**src/hw/rtl/lrq_pkg.sv**
```systemverilog
// Shared types and constants for the letterbox resize and quantize block
`timescale 1ns / 1ps
package lrq_pkg;

	typedef struct packed {
		logic        command;
		logic [16:0] src_address;
		logic [15:0] pixel_value;
		logic [13:0] out_index;
	} item_t;

	typedef struct packed {
		logic signed [7:0] red_q;
		logic signed [7:0] green_q;
		logic signed [7:0] blue_q;
		logic              is_padding;
	} result_t;

	// fitted geometry, derived from the source size
	typedef struct packed {
		logic [8:0] w;
		logic [7:0] h;
		logic       sel_h;
		logic [8:0] den;
		logic [8:0] fit_w;
		logic [8:0] fit_h;
		logic [7:0] off_x;
		logic [7:0] off_y;
	} geom_t;

	// frame store access
	typedef struct packed {
		logic        vld;
		logic        wr;
		logic        pad;
		logic [16:0] addr;
		logic [15:0] wdata;
	} acc_t;

	// frame store read beat
	typedef struct packed {
		logic        vld;
		logic        pad;
		logic [15:0] pix;
	} rd_t;

	typedef enum logic [1:0] {
		REG_SRC_WIDTH   = 2'd0,
		REG_SRC_HEIGHT  = 2'd1,
		REG_QUANT_GAIN  = 2'd2,
		REG_ZERO_OFFSET = 2'd3
	} reg_idx_t;

	localparam logic [8:0]  SRC_WIDTH_RST   = 9'd320;
	localparam logic [7:0]  SRC_HEIGHT_RST  = 8'd240;
	localparam logic [23:0] QUANT_GAIN_RST  = 24'd65793;
	localparam logic [7:0]  ZERO_OFFSET_RST = 8'd0;

	localparam logic [4:0]  DIV_STEPS  = 5'd17;
	localparam int unsigned IDX_SHIFT  = 22;
	localparam int unsigned SCL_SHIFT  = 25;
	localparam logic [32:0] ROUND_BIAS = 33'd65536;

endpackage

```
**src/hw/rtl/lrq_quant.sv**
```systemverilog
// Quantizer: widen RGB565, scale by the gain, round half away, add zero point, saturate
`timescale 1ns / 1ps
module lrq_quant import lrq_pkg::*; (
	input  logic              clk,
	input  logic              arst_n,
	input  logic              en,
	input  rd_t               rd,
	input  logic [23:0]       gain,
	input  logic signed [7:0] zp,
	output logic              res_vld,
	output result_t           res
);

	logic        v_s8;
	logic        pad_s8;
	logic        neg_s8 [3];
	logic [31:0] mag_s8 [3];

	logic [7:0]        p   [3];
	logic [7:0]        a   [3];
	logic [32:0]       sum [3];
	logic signed [17:0] sv [3];
	logic signed [17:0] v  [3];
	logic signed [7:0]  q  [3];

	always_comb begin
		p[0] = {rd.pix[15:11], 3'b000};
		p[1] = {rd.pix[10:5], 2'b00};
		p[2] = {rd.pix[4:0], 3'b000};
		for (int i = 0; i < 3; i++) begin
			if (rd.pad) begin
				p[i] = '0;
			end
			// |2p - 255|, sign taken from the top bit
			a[i] = p[i][7] ? {p[i][6:0], 1'b1} : ~{p[i][6:0], 1'b0};
		end
	end

	always_ff @(posedge clk or negedge arst_n) begin
		if (!arst_n) begin
			v_s8 <= 1'b0;
		end else if (en) begin
			v_s8 <= rd.vld;
		end
	end

	always_ff @(posedge clk) begin
		if (en) begin
			pad_s8 <= rd.pad;
			for (int i = 0; i < 3; i++) begin
				neg_s8[i] <= !p[i][7];
				mag_s8[i] <= 32'(a[i]) * 32'(gain);
			end
		end
	end

	always_comb begin
		for (int i = 0; i < 3; i++) begin
			sum[i] = 33'(mag_s8[i]) + ROUND_BIAS;
			sv[i]  = neg_s8[i] ? -$signed({2'b00, sum[i][32:17]})
				: $signed({2'b00, sum[i][32:17]});
			v[i]   = sv[i] + 18'(zp);
			if (v[i] < -18'sd128) begin
				q[i] = -8'sd128;
			end else if (v[i] > 18'sd127) begin
				q[i] = 8'sd127;
			end else begin
				q[i] = v[i][7:0];
			end
		end
	end

	assign res_vld        = v_s8;
	assign res.red_q      = q[0];
	assign res.green_q    = q[1];
	assign res.blue_q     = q[2];
	assign res.is_padding = pad_s8;

endmodule

```
**config.mk**
```make
export PLATFORM = sky130hd
export DESIGN_NAME = lrq_quant
export DESIGN_NICKNAME = d
export VERILOG_FILES = /design/src/hw/rtl/lrq_pkg.sv /design/src/hw/rtl/lrq_quant.sv
export SDC_FILE = /design/constraint.sdc
export NUM_CORES = 1
export LEC_CHECK = 0
export ABC_CLOCK_PERIOD_IN_PS = 5900
export BUFFER_PORTS_ARGS = -buffer_cell sky130_fd_sc_hd__buf_4
export CORE_MARGIN = 2
export CORE_UTILIZATION = 55
export DETAILED_ROUTE_END_ITERATION = 8
export PLACE_DENSITY = 0.75
export SLEW_MARGIN = 20
export SYNTH_ARGS = -nofsm -noshare
export SYNTH_HDL_FRONTEND = slang
export SYNTH_SLANG_ARGS = --single-unit
```
**constraint.sdc**
```tcl
create_clock -name clk -period 5.9 [get_ports clk]
set_clock_uncertainty 0.2 [all_clocks]
set_input_delay 0 -clock clk [delete_from_list [all_inputs] [get_ports clk]]
set_output_delay 0 -clock clk [all_outputs]
set_load 0.005 [all_outputs]
```
==> metrics.csv <==
metric;value;unit
status;finished, final reports clean;
syn_nets;3127;
dr_total_vias;17300;
antenna_cells;0;
switching_share;51.9;%
grt_max_degree;54;
seq_power_share;9.3;%
synth.top_cell.area_share;36.4;%
start_util;56.0;%
die_y;203;um
setup_viol;0;
synth-simple-area-share;17.2;%
regToRegStartpoint;res_vld;
final_util;59.9;%
syn_avg_cell_area;8.81;sq um
fillers;3389;
cts_tree;built;
syn_area;21800;sq um
finalHoldViolCount;0;
maxCapViolations;0;
instances_no_fill;3035;
drt-pass1-iter-count;5;
finalPower;15.0;mW
grt_pass1_vias;18200;
avgRoutedWirePerCell;17.0;um
htree_levels;2;
cts_root_buf;clkbuf_16;
yosysSeqAreaShare;7.28;%
dieArea;41200;sq um
r2r_end;res_vld;
final_cell_mix;fa_1, nand2_1, inv_1;
muxShareOfSynthArea;0.770;%
clk-insertion-delay-late;0.32;ns
start_kind;flip-flop;
die_x;203;um
p_switching;7.77;mW
crit_end;res[19];
route.top_layer_used;met5;
cts_sinks;53;
clkSlewWorstSetupHoldPaths;0.08;ns
yosys.area.top_type;fa_1;
areaGrowthSynthToFinish;6.94;%
num-nets-final;3169;
hold_class;in -> reg;
worstPathMaxFanout;6;
antenna_found_initial;1;
clockBufferDepth;2;
intPower;7.21;mW
leakage;11.2;nW
ys_types;87;
power_density;643;nW/um^2
grt_pass1_wl;87300;um
synthXorXnorAreaFrac;7.98;%
io_buffer_count;78;
drc;0;
hold_ws;0.0910;ns
crit_arrival;5.44;ns
relSlewSlack;45.6;%
synthFlopType;edfxtp_1;
synth_cells;2474;
rrSetupSlack;4.96;ns
ys_ff_latch;53;
ys_warn_count;0;
synth-edff-count;52;
core;38900;sq um
finalCritPeriodShare;95.5;%
gp_congestion;0.932;
critPathRequiredTime;5.70;ns
tightest_slew;0.816;ns
numCtsBuffers;5;
drtIter0Drc;931;
drive_gt1_share;7.23;%
period_needed;5.64;ns
slew_violations;0;
pwr-share-comb;88.3;%
io_pins;79;
synthAdderAreaFrac;48.1;%
ant_nets;0;
synth_top_family_by_area;adder cells;
end_kind;output pin;
route.met2.wl;25300;um
vias_per_cell;5.69;
totalWireLength;51700;um
p_clk_share;2.4;%
reg2reg_depth;1;
final_common_cell;fa_1;
tns;0;ns
cp-startpoint;mag_s8[0][17];
peakVddDrop;390;uV
route.met3.wl;3070;um
dp_cells;3021;
synth_area_leaders;fa_1, ha_1, edfxtp_1, nand2_1, inv_1;
synthArstFlopShare;1.89;%
hpwl;44000;um
rows;72;
grt_util_all_layers;26.0;%
grt_overflow_total;0;
max_freq;177;MHz
rsz0062_at_grt;false;
drt-met1-wl;21700;um
worstSetupPathType;reg -> out;
synth-compound-area-share;10.4;%
[area by class of cell]
cell class	instances	area (sq um)	share of cell area, %
repair buffers	131	993	4.26
multi-input cells	1945	18500	79.3
clock buffers	5	125	0.537
clock inverters	3	50.0	0.215
inverters	380	1430	6.12
flip-flops and latches	53	1590	6.81
well taps	518	648	2.78
[through the flow]
| step | setup slack (ns) | cell area [sq um] |
|---|---|---|
| after floorplan | 0.0850 | 21800 |
| after global placement | 0.148 | 23000 |
| after detailed placement | 0.0477 | 23000 |
| after CTS | 0.0698 | 23200 |
| after global routing | 0.00628 | 23300 |
| final | 0.263 | 23300 |
[flip-flops by register name (all words and copies together), names as in the netlist]
signal / cells
res_vld: 1
neg_s8: 3
mag_s8: 48
pad_s8: 1
[cells in the mapped netlist (7+ instances only)]
cell / number
a31oi_1: 19
and4_1: 9
nor4_1: 11
nand2_1: 385
nand2b_1: 23
fa_1: 396
nor3_1: 34
xnor2_1: 118
nand4_1: 20
or3_1: 11
and2_1: 49
xor2_1: 78
nand3_1: 53
o21bai_1: 7
ha_1: 204
buf_1: 7
a21oi_1: 85
o31ai_1: 11
and3_1: 25
mux2i_1: 10
edfxtp_1: 52
nor2_1: 114
a21o_1: 34
o211ai_1: 12
o21a_1: 13
o21ai_0: 57
clkbuf_1: 84
nor2b_1: 27
a211oi_1: 10
inv_1: 379
[how the worst min path moves through the flow]
stage / from / endpoint / slack, ns / cells past startpoint
after floorplan: arst_n / res_vld / -0.50 / 0
after global placement: arst_n / res_vld / -0.42 / 1
after detailed placement: arst_n / res_vld / -0.42 / 1
after CTS: en / neg_s8[0][2] / 0.08 / 1
after global routing: en / mag_s8[0][87] / 0.11 / 1
final: en / mag_s8[0][92] / 0.09 / 1
[power by group through the flow]
stage | sequential (mW) | clock (mW) | combinational (mW)
floorplan | 1.18 | 0 | 10.1
global placement | 1.38 | 0 | 12.5
detailed placement | 1.39 | 0 | 13.0
CTS | 1.38 | 0.364 | 13.1
global route | 1.43 | 0.377 | 15.0
finish | 1.39 | 0.357 | 13.2
[per-layer routing]
metal,GRT usage [%],vias up
met5,0,-
met4,8.47,2
met3,3.48,121
met2,46.3,547
met1,32.6,8473
li1,-,8128
[timing repair]
action / in CTS / in global routing
hold endpoints to repair: 3 / 0
setup endpoints to repair: 5 / 25
setup buffers: 0 / 2
hold buffers: 4 / 0
cloned: 0 / 0
gates resized for setup: 1 / 11
pin swaps: 0 / 4
[cell families (layout without fill, tap and decap cells)]
group,after synthesis,count (layout)
AND/OR/NAND/NOR,798,798
multiplexers,16,16
flip-flops,53,53
adder cells (fa/ha/maj),600,600
XOR/XNOR,197,197
AO/OA/AOI/OAI,334,334
buffers and inverters,476,519
[critical path, stage by stage (launching register included)]
cell	delay, ns
edfxtp_1	0.44
ha_4	0.19
nand2_2	0.10
or4_4	0.51
a211oi_4	0.28
nor2_1	0.09
nor2_1	0.16
mux2i_1	0.20
a22oi_1	0.11
xnor2_1	0.23
ha_2	0.33
a21oi_1	0.17
o21ai_0	0.13
a21oi_2	0.22
a21boi_1	0.14
or3b_1	0.38
or4b_1	0.47
or4_4	0.51
and2_2	0.26
a21oi_2	0.11
buf_4	0.11
Power figures use the tool's default switching activity.
