[config.mk]
export PLATFORM = sky130hd
export DESIGN_NAME = lrq_map
export DESIGN_NICKNAME = d
export VERILOG_FILES = /design/src/hw/rtl/lrq_pkg.sv /design/src/hw/rtl/lrq_map.sv
export SDC_FILE = /design/constraint.sdc
export NUM_CORES = 1
export LEC_CHECK = 0
export ABC_CLOCK_PERIOD_IN_PS = 6500
export BUFFER_PORTS_ARGS = -buffer_cell sky130_fd_sc_hd__clkbuf_2
export CORE_MARGIN = 2
export CORE_UTILIZATION = 45
export DETAILED_ROUTE_END_ITERATION = 8
export GPL_TIMING_DRIVEN = 1
export SYNTH_ARGS = -nofsm -noshare
export SYNTH_HDL_FRONTEND = slang
export SYNTH_SLANG_ARGS = --single-unit
[constraint.sdc]
create_clock -name clk -period 6.5 [get_ports clk]
set_input_delay 0 -clock clk [delete_from_list [all_inputs] [get_ports clk]]
set_output_delay 0 -clock clk [all_outputs]
set_load 0.005 [all_outputs]
[src/hw/rtl/lrq_pkg.sv]
// Shared types and constants for the letterbox resize and quantize block
`timescale 1ns / 1ps
package lrq_pkg;

	typedef struct packed {
		logic        command;
		logic [16:0] src_address;
		logic [15:0] pixel_value;
		logic [13:0] out_index;
	} item_t;

	typedef struct packed {
		logic signed [7:0] red_q;
		logic signed [7:0] green_q;
		logic signed [7:0] blue_q;
		logic              is_padding;
	} result_t;

	// fitted geometry, derived from the source size
	typedef struct packed {
		logic [8:0] w;
		logic [7:0] h;
		logic       sel_h;
		logic [8:0] den;
		logic [8:0] fit_w;
		logic [8:0] fit_h;
		logic [7:0] off_x;
		logic [7:0] off_y;
	} geom_t;

	// frame store access
	typedef struct packed {
		logic        vld;
		logic        wr;
		logic        pad;
		logic [16:0] addr;
		logic [15:0] wdata;
	} acc_t;

	// frame store read beat
	typedef struct packed {
		logic        vld;
		logic        pad;
		logic [15:0] pix;
	} rd_t;

	typedef enum logic [1:0] {
		REG_SRC_WIDTH   = 2'd0,
		REG_SRC_HEIGHT  = 2'd1,
		REG_QUANT_GAIN  = 2'd2,
		REG_ZERO_OFFSET = 2'd3
	} reg_idx_t;

	localparam logic [8:0]  SRC_WIDTH_RST   = 9'd320;
	localparam logic [7:0]  SRC_HEIGHT_RST  = 8'd240;
	localparam logic [23:0] QUANT_GAIN_RST  = 24'd65793;
	localparam logic [7:0]  ZERO_OFFSET_RST = 8'd0;

	localparam logic [4:0]  DIV_STEPS  = 5'd17;
	localparam int unsigned IDX_SHIFT  = 22;
	localparam int unsigned SCL_SHIFT  = 25;
	localparam logic [32:0] ROUND_BIAS = 33'd65536;

endpackage

[src/hw/rtl/lrq_map.sv]
// Address pipeline: output pixel to source raster address, write beats pass through
`timescale 1ns / 1ps
module lrq_map import lrq_pkg::*; #(
	parameter int unsigned OUT_WIDTH      = 96,
	parameter int unsigned OUT_HEIGHT     = 96,
	parameter int unsigned MAX_SRC_WIDTH  = 320,
	parameter int unsigned MAX_SRC_HEIGHT = 240
) (
	input  logic  clk,
	input  logic  arst_n,
	input  logic  en,
	input  logic  in_vld,
	input  item_t item,
	input  geom_t geom,
	output acc_t  acc
);

	localparam int unsigned DEPTH   = MAX_SRC_WIDTH * MAX_SRC_HEIGHT;
	localparam int unsigned OUT_PIX = OUT_WIDTH * OUT_HEIGHT;
	localparam int unsigned IDX_MUL = ((1 << IDX_SHIFT) + OUT_WIDTH - 1) / OUT_WIDTH;
	localparam int unsigned MUL_W   = ((1 << SCL_SHIFT) + OUT_WIDTH - 1) / OUT_WIDTH;
	localparam int unsigned MUL_H   = ((1 << SCL_SHIFT) + OUT_HEIGHT - 1) / OUT_HEIGHT;

	typedef struct packed {
		logic        cmd;
		logic [16:0] waddr;
		logic [15:0] wdata;
	} ctl_t;

	logic v_s1, v_s2, v_s3, v_s4, v_s5, v_s6;
	ctl_t ctl_s1, ctl_s2, ctl_s3, ctl_s4, ctl_s5, ctl_s6;
	logic [13:0] idx_s1;
	logic [7:0]  row_s1, row_s2;
	logic        inr_s1, inr_s2;
	logic [7:0]  col_s2;
	logic        pad_s3, pad_s4, pad_s5, pad_s6;
	logic [7:0]  dy_s3, dx_s3;
	logic [16:0] py_s4, px_s4;
	logic [13:0] sy_s5, sx_s5;
	logic [16:0] raddr_s6;

	logic [35:0] idx_prod;
	logic [15:0] col_c;
	logic        in_y, in_x;
	logic [25:0] msel;
	logic [42:0] prod_y, prod_x;
	logic [7:0]  sy_cl;
	logic [8:0]  sx_cl;
	logic [16:0] raddr;

	assign idx_prod = 36'(item.out_index) * 36'(IDX_MUL);
	assign col_c    = 16'(idx_s1) - 16'(row_s1) * 16'(OUT_WIDTH);

	always_comb begin
		in_y = (row_s2 >= geom.off_y) && ({1'b0, row_s2} < 9'(geom.off_y) + geom.fit_h);
		in_x = (col_s2 >= geom.off_x) && ({1'b0, col_s2} < 9'(geom.off_x) + geom.fit_w);
	end

	assign msel   = geom.sel_h ? 26'(MUL_H) : 26'(MUL_W);
	assign prod_y = 43'(py_s4) * 43'(msel);
	assign prod_x = 43'(px_s4) * 43'(msel);

	always_comb begin
		sy_cl = (sy_s5 >= 14'(geom.h)) ? geom.h - 8'd1 : sy_s5[7:0];
		sx_cl = (sx_s5 >= 14'(geom.w)) ? geom.w - 9'd1 : sx_s5[8:0];
		raddr = 17'(sy_cl) * 17'(geom.w) + 17'(sx_cl);
	end

	always_ff @(posedge clk or negedge arst_n) begin
		if (!arst_n) begin
			v_s1 <= 1'b0;
			v_s2 <= 1'b0;
			v_s3 <= 1'b0;
			v_s4 <= 1'b0;
			v_s5 <= 1'b0;
			v_s6 <= 1'b0;
		end else if (en) begin
			v_s1 <= in_vld;
			v_s2 <= v_s1;
			v_s3 <= v_s2;
			v_s4 <= v_s3;
			v_s5 <= v_s4;
			v_s6 <= v_s5;
		end
	end

	always_ff @(posedge clk) begin
		if (en) begin
			ctl_s1 <= '{cmd: item.command, waddr: item.src_address, wdata: item.pixel_value};
			idx_s1 <= item.out_index;
			row_s1 <= idx_prod[IDX_SHIFT+7:IDX_SHIFT];
			inr_s1 <= 32'(item.out_index) < OUT_PIX;

			ctl_s2 <= ctl_s1;
			row_s2 <= row_s1;
			col_s2 <= col_c[7:0];
			inr_s2 <= inr_s1;

			ctl_s3 <= ctl_s2;
			pad_s3 <= !(inr_s2 && in_y && in_x);
			dy_s3  <= row_s2 - geom.off_y;
			dx_s3  <= col_s2 - geom.off_x;

			ctl_s4 <= ctl_s3;
			pad_s4 <= pad_s3;
			py_s4  <= 17'(dy_s3) * 17'(geom.den);
			px_s4  <= 17'(dx_s3) * 17'(geom.den);

			ctl_s5 <= ctl_s4;
			pad_s5 <= pad_s4;
			sy_s5  <= prod_y[SCL_SHIFT+13:SCL_SHIFT];
			sx_s5  <= prod_x[SCL_SHIFT+13:SCL_SHIFT];

			ctl_s6   <= ctl_s5;
			pad_s6   <= pad_s5;
			raddr_s6 <= raddr;
		end
	end

	// drop writes beyond the store
	assign acc.vld   = v_s6 && (ctl_s6.cmd || (32'(ctl_s6.waddr) < DEPTH));
	assign acc.wr    = !ctl_s6.cmd;
	assign acc.pad   = pad_s6;
	assign acc.addr  = ctl_s6.cmd ? raddr_s6 : ctl_s6.waddr;
	assign acc.wdata = ctl_s6.wdata;

endmodule

==> out/qor.yml, run 1 <==
outcome:
  status: "finished clean"
drt:
  wl_per_cell_um: 15.2
  drc: 0
  wl_mm: 57.2
  drtIter0Drc: 710
  via_per_inst: 4.92
  drt_pass1_iterations: 7
  ant_nets: 0
  vias: 18600
floorplanning:
  ios: 149
  die_w_um: 266
  rows: 96
  fp.coreArea_um2: 68300
  chipHeight_um: 266
  dieArea_um2: 71000
  floorplan.initialDensity_pct: 45.4
layout:
  regArea_um2: 10100
  final_core_util_pct: 51.0
  area_growth_pct: 12.4
  fill_cells: 6006
  final_common_cell: "inv_1"
  drive_above_1_share_pct: 10.1
  multi_input_area_um2: 18600
  nets: 3844
  layout_common_cells: "inv_1, ha_1, fa_1"
cts:
  cts_sinks: 337
  clock_tree.root_cell: "clkbuf_16"
  ctsHtreeMaxLevel: 2
  clockBufferDepth: 3
  clkLatencyLatePin_ps: 560
  clk_pin_slew_ps: 60
  cts_tree: "yes"
  numCtsBuffers: 39
grt:
  grt_util_met3_pct: 2.28
  grt_overflow: 0
  grt_pass1_vias: 20700
  grt_busiest_layer: "met2"
  use_met1_pct: 22.0
  grt_max_degree: 180
  antenna_found_initial: 1
  groute.usage.overall_pct: 17.1
  grt_pass1_wl_mm: 99.0
  use_met2_pct: 30.2
sta:
  tightest_slew_ps: 997
  hold_viol_final: 0
  period_needed_ps: 6180
  skew_ps: 13.9
  post-route-period-util_pct: 95.1
  drv_slew: 0
  setup_violations: 0
  slew_headroom_pct: 33.5
  final.setup.worst_slack_ps: 322
  max_freq_mhz: 162
setup_path:
  cpMaxStageDelayCell: "fa_1"
  rr_endpoint: "sy_s5[10]"
  cpLargestDelayFamily: "adder cells"
  r2r_slack_ps: 320
  crit_start: "py_s4[2]"
  regToRegStartpoint: "py_s4[2]"
  path_cells: "ha_1 > fa_1 > inv_1 > fa_1 > inv_1 > fa_1 > inv_1 > fa_1 > inv_1 > fa_1 > ha_1 > a21oi_1 > o211ai_1 > a211oi_1 > buf_4 > o211ai_1 > nand2_1 > o31ai_1 > or3_1 > a31oi_1 > xnor2_1"
  crit_path_max_fanout: 3
  cp_num_buf_inv: 5
  crit_path_start_kind: "flip-flop"
  critPathKind: "flip-flop to flip-flop"
  end_kind: "flip-flop"
  worstPathRequired_ps: 6810
  cpMostUsedCell: "fa_1"
  rr_worst_depth: 21
  cp.arrival_ps: 6490
  max_stage_delay_ps: 660
worst_hold_path:
  min-delay-path-class: "input pin to flip-flop"
  hold_start: "geom[4]"
  worstHoldPathCells: 5
  hold_path_end: "dy_s3[4]"
placement:
  port_buffers: 147
  dpl_worst_slack_ps: 3.47
  hpwlAfterDp_mm: 47.0
  place.gp.congestion: 0.869
logic_synthesis:
  synth-seq-area-share_pct: 32.6
  synth_cell_type_count: 61
  synth_warnings: 0
  ys_ff_latch: 337
  synth-main-ff-cell: "edfxtp_1"
  synth_edf_count: 331
  syn_nets: 3605
  synth_cells: 2616
  syn_area_um2: 31000
  synthArstFlopShare_pct: 1.78
  syn_area_per_cell_um2: 11.8
run:
  cap_violations: 0
cells by family after synthesis:
family          synth area share (%)
compound gates                  4.69
xor+xnor                        2.85
fa+ha+maj                       44.1
buf+inv                         7.49
flops                           32.6
mux                             1.54
simple gates                    6.75
metrics by stage:
stage                     area [um^2]  hold slack [ps]  TNS, ps  instances
final                           34800             23.5        0       3769
after global routing            34800             36.1   -0.490       3768
after CTS                       34800             2.13        0       3765
after detailed placement        32900             -167        0       3639
after global placement          32900             -171        0       3639
after floorplan                 31000             -296        0       2616
state kept, by name, indices dropped and copies added (netlist names), 18 cells and up:
register,cells
ctl_s1,34
ctl_s4,34
ctl_s5,34
ctl_s2,34
ctl_s3,34
ctl_s6,18
synth_stat cells, drive strengths merged (3+ instances only):
library cell,n,area (um^2)
nand2,136,510
clkbuf,18,67.6
o211ai,7,57.6
o31ai,7,52.6
o21ai,47,246
nor2b,13,81.3
o21a,7,52.6
nor2,96,360
fa,362,7250
nor4,8,50.1
and3,9,56.3
buf,19,136
clkinv,6,22.5
a21boi,10,75.1
o21bai,8,60.1
a211oi,6,50.1
nand2b,21,131
xor2,32,280
edfxtp,331,9940
a211o,3,26.3
a21oi,72,372
a31oi,8,56.3
dfrtp,6,150
mux2,22,248
ha,514,6430
nand3,19,95.1
or3,6,37.5
inv,558,2090
xnor2,69,604
a21o,37,278
mux2i,20,230
o2111ai,3,26.3
nand4,14,87.6
nor3,18,90.1
and2,83,519
or2,4,25.0
cell type report:
type,count,share of cell area (%)
antenna,1,0.00718
clock buffer,41,2.88
inverter,564,6.08
tap,882,3.17
clock inverter,31,0.966
timing repair buffer,235,4.48
multi-input combinational,1678,53.4
sequential,337,29.0
repair_timing:
action	in CTS	in global routing
setup endpoints to repair	2	6
pin swaps	0	8
buffers inserted	0	3
hold buffers	54	0
gates resized for setup	2	13
endpoints found under the hold margin	120	0
tightest hold or removal path: stages:
cell	delay [ps]
clkbuf_2	100
inv_1	50
ha_1	170
nor2_1	60
nor2_1	70
routing by layer:
layer,share of wire (%),vias to the layer above
li1,-,9072
met1,45,9192
met2,50,226
met3,3.3,70
met4,2.1,2
met5,0.023,-
worst max path at each step:
stage,end,slack [ps],cells past startpoint
2_1_floorplan,raddr_s6[13],330,27
3_3_place_gp,raddr_s6[13],90,28
3_5_place_dp,raddr_s6[13],3,28
4_1_cts,raddr_s6[15],40,28
5_1_grt,raddr_s6[15],-0.5,28
6_report,sy_s5[10],320,21
Power of run 1 is not shown: default switching activity piles up to over one toggle a cycle in this logic, so the estimate is an artifact.
==> run 2, diff against run 1 <==
--- a/config.mk
+++ b/config.mk
@@ -5,6 +5,7 @@
 export SDC_FILE = /design/constraint.sdc
 export NUM_CORES = 1
 export LEC_CHECK = 0
+export ABC_AREA = 1
 export ABC_CLOCK_PERIOD_IN_PS = 6500
 export BUFFER_PORTS_ARGS = -buffer_cell sky130_fd_sc_hd__clkbuf_2
 export CORE_MARGIN = 2
==> run 2 against run 1 <==
  * The flow now finishes with violations (hold timing)
  * Wire length grew 15%
  * Hold slack lost 37 ps
  * Final area grew 7.1%
  * Cell count grew 24%
  * Non-clock buffer count shrank 32
  * Fmax grew 6.4%
  * Global-route usage grew 0.73 points
  * Largest cell class unchanged
  * Critical path depth shrank 1
  * Sequential cell count is the same
  * Utilization shrank 0.69 points
  * Worst setup slack gained 370 ps
==> out/qor.yml, run 2 <==
setup_path:
  cp.arrival_ps: 6110  # was 6490 ps
  end_kind: "flip-flop"  # unchanged
  crit_path_max_fanout: 9  # was 3
  r2r_slack_ps: 690  # was 320 ps
  worstPathRequired_ps: 6800  # was 6810 ps
  crit_path_start_kind: "flip-flop"  # unchanged
  regToRegStartpoint: "sy_s5[7]"  # was py_s4[2]
  crit_end: "raddr_s6[15]"  # was sy_s5[10]
  rr_worst_depth: 20  # was 21
  rr_endpoint: "raddr_s6[15]"  # was sy_s5[10]
  critPathKind: "flip-flop to flip-flop"  # unchanged
  crit_start: "sy_s5[7]"  # was py_s4[2]
cts:
  ctsHtreeMaxLevel: 2  # unchanged
  clk_pin_slew_ps: 60  # about the same
  numCtsBuffers: 40  # was 39
  clkLatencyLatePin_ps: 560  # about the same
  post_cts.repair.setup_buffers: 0  # unchanged
  cts_tree: "yes"  # unchanged
  cts_resized: 0  # was 2
  clock_tree.root_cell: "clkbuf_16"  # unchanged
  cts-hold-fix-buffers: 53  # was 54
  clockBufferDepth: 3  # unchanged
  cts_sinks: 337  # unchanged
sta:
  period_needed_ps: 5810  # was 6180 ps
  max_freq_mhz: 172  # was 162 MHz
  fin_setup_tns_ps: 0  # unchanged
  setup_violations: 0  # unchanged
  slew_headroom_pct: 31.9  # was 33.5%
  rsz0062_at_grt: "false"
  hold_viol_final: 5  # was 0
  skew_ps: 13.0  # was 13.9 ps
  drv_slew: 0  # unchanged
  post-route-period-util_pct: 89.4  # was 95.1%
  whs_ps: -13.0  # was 23.5 ps
  tightest_slew_ps: 1020  # was 997 ps
grt:
  grt_max_degree: 197  # was 180
  groute.usage.overall_pct: 17.8  # was 17.1%
  grt_pass1_vias: 23400  # was 20,700
  use_met2_pct: 31.1  # was 30.2%
  grt_busiest_layer: "met2"  # unchanged
  grt_pass1_wl_mm: 113  # was 99.0 mm
  antenna_found_initial: 0  # was 1
  grt_util_met3_pct: 2.28  # about the same
  grt_overflow: 0  # unchanged
  use_met1_pct: 23.2  # was 22.0%
placement:
  port_buffers: 147  # unchanged
  hpwlAfterDp_mm: 54.4  # was 47.0 mm
  place.gp.congestion: 0.893  # was 0.869
drt:
  drc: 0  # unchanged
  via_per_inst: 4.79  # was 4.92
  wl_per_cell_um: 14.1  # was 15.2 um
  vias: 22300  # was 18,600
  wl_mm: 65.6  # was 57.2 mm
  ant_nets: 0  # unchanged
  drtIter0Drc: 929  # was 710
  drt_pass1_iterations: 7  # unchanged
worst_hold_path:
  min-delay-path-class: "input pin to flip-flop"  # unchanged
  hold_start: "en"  # was geom[4]
logic_synthesis:
  synth_cell_type_count: 41  # was 61
  yosysTopAreaCellShare_pct: 29.6  # was 32.1%
  synth-main-ff-cell: "edfxtp_1"  # unchanged
  synth_warnings: 0  # unchanged
  synth_most_common_cell: "inv_1"  # unchanged
  synth.area.top_cells: "edfxtp_1, fa_1, ha_1"  # unchanged
  yosys-top-cells-count: "inv_1, nand2_1, ha_1"  # was inv_1, ha_1, fa_1
  synth_edf_count: 331  # unchanged
  syn_area_um2: 33600  # was 31,000 um^2
  syn_area_per_cell_um2: 9.70  # was 11.8 um^2
  syn_nets: 4458  # was 3,605
  yosys.area.top_type: "edfxtp_1"  # unchanged
  synth_cells: 3469  # was 2,616
  synth-seq-area-share_pct: 30.0  # was 32.6%
  synthArstFlopShare_pct: 1.78  # unchanged
  ys_ff_latch: 337  # unchanged
outcome:
  status: "finished, violations left"  # was finished clean
  violations: "hold timing"
floorplanning:
  ios: 149  # unchanged
  floorplan.initialDensity_pct: 45.3  # was 45.4%
  dieArea_um2: 77000  # was 71,000 um^2
  die_w_um: 277  # was 266 um
  rows: 100  # was 96
  fp.coreArea_um2: 74200  # was 68,300 um^2
  chipHeight_um: 277  # was 266 um
layout:
  final_common_cell: "inv_1"  # unchanged
  layout_common_cells: "inv_1, nand2_1, ha_1"  # was inv_1, ha_1, fa_1
  area_growth_pct: 10.9  # was 12.4%
  drive_above_1_share_pct: 6.16  # was 10.1%
  nets: 4645  # was 3,844
  n_antenna_cell: 0  # was 1
run:
  cap_violations: 0  # unchanged
-- run 2: cell count changes in the layout (fill, tap and decap cells not counted), sizes merged, moves of 81 or more --
cell	change
nand2	+507
inv	+212
nor2	+95
nand3	+93
a21oi	+83
and2	-81
-- run 2: metrics by stage --
step / worst slack, ps / hold slack (ps) / area (um^2) / std cells / utilization (%)
after floorplan: 1290 / -296 / 33600 / 3469 / -
after global placement: 733 / -165 / 35300 / 4530 / 47.6
after detailed placement: 696 / -166 / 35300 / 4530 / 47.6
after CTS: 694 / 0.788 / 37300 / 4657 / 50.3
after global routing: 274 / 38.5 / 37300 / 4657 / 50.3
final: 691 / -13.0 / 37300 / 4657 / 50.3
-- run 2: cell type report --
cell class                      count  area (um^2)
Fill cell                        6878        36900
Tap cell                          969         1210
Clock inverter                     25          365
Inverter                          782         2940
Clock buffer                       49         1070
Multi-Input combinational cell   2292        20300
Sequential cell                   337        10100
Timing Repair Buffer              203         1310
-- run 2: routing by layer --
layer  up-vias  wire [um]
met2       298      31700
li1      11400          -
met1     10500      30200
met5         -          0
met3        92       2050
met4         0       1690
-- run 2: worst min-delay path by stage --
stage               cells after the start        end  slack, ps
floorplan                               0       v_s1       -300
global placement                        1       v_s2       -170
detailed placement                      1       v_s1       -170
CTS                                     1  row_s2[0]        0.8
global route                            1  col_s2[2]         40
finish                                  1     pad_s3        -10
-- run 2: logic make-up after synthesis --
group | synth area share, %
AND/OR/NAND/NOR | 12.6
adder cells (fa/ha/maj) | 40.7
buffers and inverters | 9.59
flip-flops | 30.0
AO/OA/AOI/OAI | 4.96
XOR/XNOR | 2.16
multiplexers | 0.0335
-- run 2: critical path: stages (launching register included) --
cell,delay [ps]
edfxtp_1,390
ha_1,310
nand2_1,80
nor4_1,290
nand2_1,250
nand3_4,190
or2_1,320
nand3_2,120
fa_1,550
inv_1,50
fa_1,510
inv_1,50
fa_1,460
fa_1,540
inv_1,40
ha_1,330
a21oi_1,210
o21ai_0,170
a21oi_1,350
o21ai_0,160
xor2_1,170
Power of run 2 is left out for the same reason.
